<file path="src/design/particle_pool_engine_macros.svh">
// Assertion macros used by the particle pool engine top level.
`ifndef PARTICLE_POOL_ENGINE_MACROS_SVH
`define PARTICLE_POOL_ENGINE_MACROS_SVH
`ifndef SYNTHESIS
`define PPE_ASSERT_SAME(lbl, clk, rst_n, ante, cons) \
    lbl: assert property (@(posedge clk) disable iff (!rst_n) (ante) |-> (cons)) \
        else $error("particle pool engine: same-cycle check failed");
`define PPE_ASSERT_NEXT(lbl, clk, rst_n, ante, cons) \
    lbl: assert property (@(posedge clk) disable iff (!rst_n) (ante) |=> (cons)) \
        else $error("particle pool engine: next-cycle check failed");
`else
`define PPE_ASSERT_SAME(lbl, clk, rst_n, ante, cons)
`define PPE_ASSERT_NEXT(lbl, clk, rst_n, ante, cons)
`endif
`endif

</file>
<file path="src/design/ppe_pkg.sv">
// Types and constants shared by the particle pool engine modules.
`default_nettype none
package ppe_pkg;

    localparam int POS_W      = 32;
    localparam int DT_W       = 16;
    localparam int LIFE_W     = 16;
    localparam int COLOR_W    = 24;
    localparam int SIZE_W     = 32;
    localparam int DECAY_W    = 24;
    localparam int OP_W       = 2;
    localparam int PROD_W     = POS_W + DT_W + 1;
    localparam int LOSS_W     = 24;
    localparam int LOSS_SHIFT = 17;
    localparam int LOSS_SUM_W = DECAY_W + DT_W + 1;

    localparam logic [OP_W-1:0]       OP_ADD      = 2'd0;
    localparam logic [OP_W-1:0]       OP_TICK     = 2'd1;
    localparam logic [OP_W-1:0]       OP_DRAW     = 2'd2;
    localparam logic [LIFE_W-1:0]     LIFE_FULL   = 16'h8000;
    localparam logic [DECAY_W-1:0]    DECAY_RESET = 24'h01_0000;
    localparam logic [LOSS_SUM_W-1:0] LOSS_ROUND  = LOSS_SUM_W'(17'h1_FFFF);

    typedef enum logic [9:0] {
        S_IDLE   = 10'b00_0000_0001,
        S_FIND   = 10'b00_0000_0010,
        S_LOSS0  = 10'b00_0000_0100,
        S_LOSS1  = 10'b00_0000_1000,
        S_TREAD  = 10'b00_0001_0000,
        S_TMULX  = 10'b00_0010_0000,
        S_TMULY  = 10'b00_0100_0000,
        S_TWRY   = 10'b00_1000_0000,
        S_DSCAN  = 10'b01_0000_0000,
        S_DFLUSH = 10'b10_0000_0000
    } t_state;

    // Read and write strobes for the slot stores.
    typedef struct packed {
        logic rd;
        logic add;
        logic posx;
        logic posy;
        logic life;
    } t_store_we;

endpackage
`default_nettype wire

</file>
<file path="src/design/ppe_arith.sv">
// Shared multiply, floor shift, add and saturate unit for particle motion and the life loss.
`default_nettype none
module ppe_arith
    import ppe_pkg::*;
(
    input  wire logic                     i_clk,
    input  wire logic signed [POS_W-1:0]  i_vel,
    input  wire logic signed [POS_W-1:0]  i_pos,
    input  wire logic        [DT_W-1:0]   i_dt,
    output logic signed      [PROD_W-1:0] o_prod,
    output logic signed      [POS_W-1:0]  o_sum
);

    logic signed [PROD_W-1:0] r_prod;
    logic signed [POS_W-1:0]  r_pos;
    logic signed [PROD_W-1:0] n_prod;
    logic signed [POS_W:0]    n_step;
    logic signed [POS_W+1:0]  n_full;

    assign n_prod = PROD_W'(i_vel) * PROD_W'($signed({1'b0, i_dt}));

    always_ff @(posedge i_clk) begin
        r_prod <= n_prod;
        r_pos  <= i_pos;
    end

    // An arithmetic shift of the product rounds towards minus infinity.
    assign n_step = r_prod[PROD_W-1:DT_W];
    assign n_full = (POS_W+2)'(r_pos) + (POS_W+2)'(n_step);

    always_comb begin
        if (!n_full[POS_W+1] && (n_full[POS_W:POS_W-1] != 2'b00)) begin
            o_sum = {1'b0, {(POS_W-1){1'b1}}};
        end else if (n_full[POS_W+1] && (n_full[POS_W:POS_W-1] != 2'b11)) begin
            o_sum = {1'b1, {(POS_W-1){1'b0}}};
        end else begin
            o_sum = n_full[POS_W-1:0];
        end
    end

    assign o_prod = r_prod;

endmodule
`default_nettype wire

</file>
<file path="config.mk">
export PLATFORM = sky130hd
export DESIGN_NAME = ppe_arith
export DESIGN_NICKNAME = d
export VERILOG_FILES = /design/src/design/particle_pool_engine_macros.svh /design/src/design/ppe_pkg.sv /design/src/design/ppe_arith.sv
export SDC_FILE = /design/constraint.sdc
export NUM_CORES = 1
export LEC_CHECK = 0
export BUFFER_PORTS_ARGS = -buffer_cell sky130_fd_sc_hd__buf_2
export CAP_MARGIN = 0
export CORE_ASPECT_RATIO = 0.6
export CORE_UTILIZATION = 45
export CTS_BUF_LIST = sky130_fd_sc_hd__clkbuf_8
export CTS_CLUSTER_DIAMETER = 200
export DETAILED_ROUTE_END_ITERATION = 10
export HOLD_SLACK_MARGIN = 0.02
export SLEW_MARGIN = 40
export SYNTH_ARGS = -nofsm -noshare
export SYNTH_HDL_FRONTEND = slang
export SYNTH_SLANG_ARGS = --single-unit
</file>
<file path="constraint.sdc">
create_clock -name i_clk -period 15.73 [get_ports i_clk]
set_clock_uncertainty 0.15 [all_clocks]
set_input_delay 1.573 -clock i_clk [delete_from_list [all_inputs] [get_ports i_clk]]
set_output_delay 1.573 -clock i_clk [all_outputs]
set_load 0.02 [all_outputs]
</file>
==> run_results.csv <==
group,metric,value,unit
critical_path,critPathRequiredTime,15.90,ns
timing,maxSlewViolCount,0,
synthesis,seq_area_frac_synth,7.520,%
grt,grt_pass1_vias,17070,
critical_path,cpMostUsedCell,"fa_1",
grt,grtUsageTotal,26.92,%
job,maxCapViolations,0,
synthesis,synth_area,0.02156,mm^2
clock_tree,cts_resized,0,
route,wire_per_inst,19.81,um
synthesis,syn_nets,3120,
die,die-width,284.6,um
finish,multi_input_area,0.01738,mm^2
clock_tree,cts.path.max_buffers,2,
timing,setup_violations,0,
grt,grt_max_degree,33,
critical_path,cp_top_family,"adder cells",
grt,grt_pass1_wl,98820,um
route,vias,16230,
timing,post-route-min-period,9.302,ns
synthesis,async_flop_share,0,%
finish,layout-drive-gt1-share,8.106,%
synthesis,ys_ff_latch,81,
die,die_y,171.6,um
timing,worstMarginPinSlew,0.9114,ns
synthesis,synth_enable_flop_cells,0,
timing,finalHoldViolCount,0,
clock_tree,clk_pin_slew,0.11,ns
finish,utilization,49.39,%
route,ant_nets,0,
route,wl_met1,29360,um
route,wl_met3,7825,um
clock_tree,cts_buffers,9,
route,wl_met2,23830,um
route,first_pass_iters,5,
min_path,hp-class,"input port to register",
finish,area_growth,7.166,%
timing,fin_crit_sh,59.14,%
clock_tree,root_buffer,"clkbuf_8",
finish,layout_commonest_cell,"inv_1",
critical_path,max_stage_delay,0.70,ns
clock_tree,postCtsSetupBuffers,0,
critical_path,path_cells,"buf_2 > nand2_1 > fa_1 > inv_1 > fa_1 > fa_1 > fa_1 > fa_1 > inv_1 > fa_1 > inv_1 > ha_1 > nand4_1 > nor3_1 > inv_1 > a2111oi_1 > buf_4 > o2111ai_1 > a211oi_1 > o31ai_1 > a31oi_1 > mux2i_1 > nand4_1",
clock_tree,cts_sinks,81,
finish,fill_cells,4408,
die,initial_utilization,46.09,%
synthesis,yosysWarningCount,0,
place,dpl.hpwl,49900,um
critical_path,worstSetupPathType,"input port to register",
critical_path,arrival,9.47,ns
die,core_area,0.04679,mm^2
synthesis,avgSynthCellArea,8.989,um^2
die,io_pins,162,
synthesis,syn_inst,2399,
clock_tree,cts_tree,"done",
place,gp_congestion,0.9538,
critical_path,start_kind,"input port",
grt,overflow,0,
timing,relSlewSlack,39.24,%
timing,rsz0062_at_grt,"false",
route,vias_per_cell,5.192,
place,numPortBuffers,161,
critical_path,crit_buf_inv,6,
route,drc_errors,0,
die,fp.dieArea,0.04883,mm^2
clock_tree,postCtsHoldBufs,0,
critical_path,end_kind,"register",
synthesis,synthDistinctLibCells,65,
grt,antenna_found_initial,5,
finish,seqCellArea,0.001622,mm^2
route,routed.top_layer,"met5",
critical_path,slowest_stage,"a2111oi_1",
die,row_count,61,
critical_path,worst-path-max-fanout,32,
clock_tree,ctsHtreeMaxLevel,3,
outcome,status,"complete, no violations",
finish,nets,3208,
route,drtIter0Drc,1130,
finish,layout_common_cells,"inv_1 (584), fa_1 (490), nand2_1 (318)",
timing,fin_setup_tns,0,ns
synthesis,synth-main-ff-cell,"dfxtp_1",
timing,max_freq,107.5,MHz
route,drt_wl_total,61930,um
## layer usage
metal  global-route usage, %  up-vias
met5                   2.800        -
met4                   4.558        2
met3                   10.64       51
met2                   36.68      731
met1                   39.90     8152
li1                        -     7293
## state kept, by name (all words and copies together) (netlist names)
name,flops
o_prod,49
r_pos,32
## final timing paths
kind	to	cells after the start	start	slack, ns
worst max-delay path	o_prod[48]	23	i_dt[8]	6.43
worst min-delay path	r_pos[20]	1	i_pos[20]	1.06
## Yosys cell counts (all sizes together), types with 6 or more instances
master / number / area [um^2]
ha: 150 / 1877
a21o: 58 / 437.9
nor2b: 10 / 62.56
or3: 6 / 37.54
nand4: 8 / 50.05
nand2b: 12 / 75.07
clkbuf: 89 / 335.3
dfxtp: 81 / 1622
o21ai: 38 / 190.2
xnor2: 50 / 437.9
o21a: 9 / 67.56
o21bai: 12 / 90.09
nand2: 318 / 1194
fa: 490 / 9809
a211oi: 9 / 72.57
nor2: 48 / 180.2
nor3: 10 / 55.05
a21oi: 72 / 360.4
and3: 6 / 37.54
xor2: 23 / 201.4
and2: 235 / 1473
inv: 584 / 2192
nand3: 13 / 65.06
a31oi: 8 / 65.06
## layout make-up
| class | count | share of cell area [%] |
|---|---|---|
| clock buffers | 9 | 0.5360 |
| multi-input cells | 1642 | 75.22 |
| clock inverters | 7 | 0.3573 |
| flip-flops and latches | 81 | 7.017 |
| well taps | 630 | 3.411 |
| inverters | 584 | 9.486 |
| diodes | 4 | 0.04331 |
| repair buffers | 169 | 3.931 |
## logic make-up (layout without fill, tap and decap cells)
group,count (synthesis),in the layout,synth area share (%)
compound gates,250,250,7.995
xor+xnor,73,73,2.965
fa+ha+maj,640,640,54.19
buf+inv,676,769,11.88
flops,81,81,7.520
mux,1,1,0.04642
other cells,0,4,0
simple gates,678,678,15.40
## stage by stage
stage                     cell area [um^2]  cells  hold WS, ns  setup WS, ns
after global placement               22830   3104        1.526         6.053
after detailed placement             22890   3106        1.527         6.225
after global routing                 23100   3124        1.027         6.177
after CTS                            23100   3122        1.014         6.705
after floorplan                      21560   2399        1.451         8.034
final                                23110   3126        1.064         6.428
Power is not shown: default switching activity piles up to over one toggle a cycle in this logic, so the estimate is an artifact.
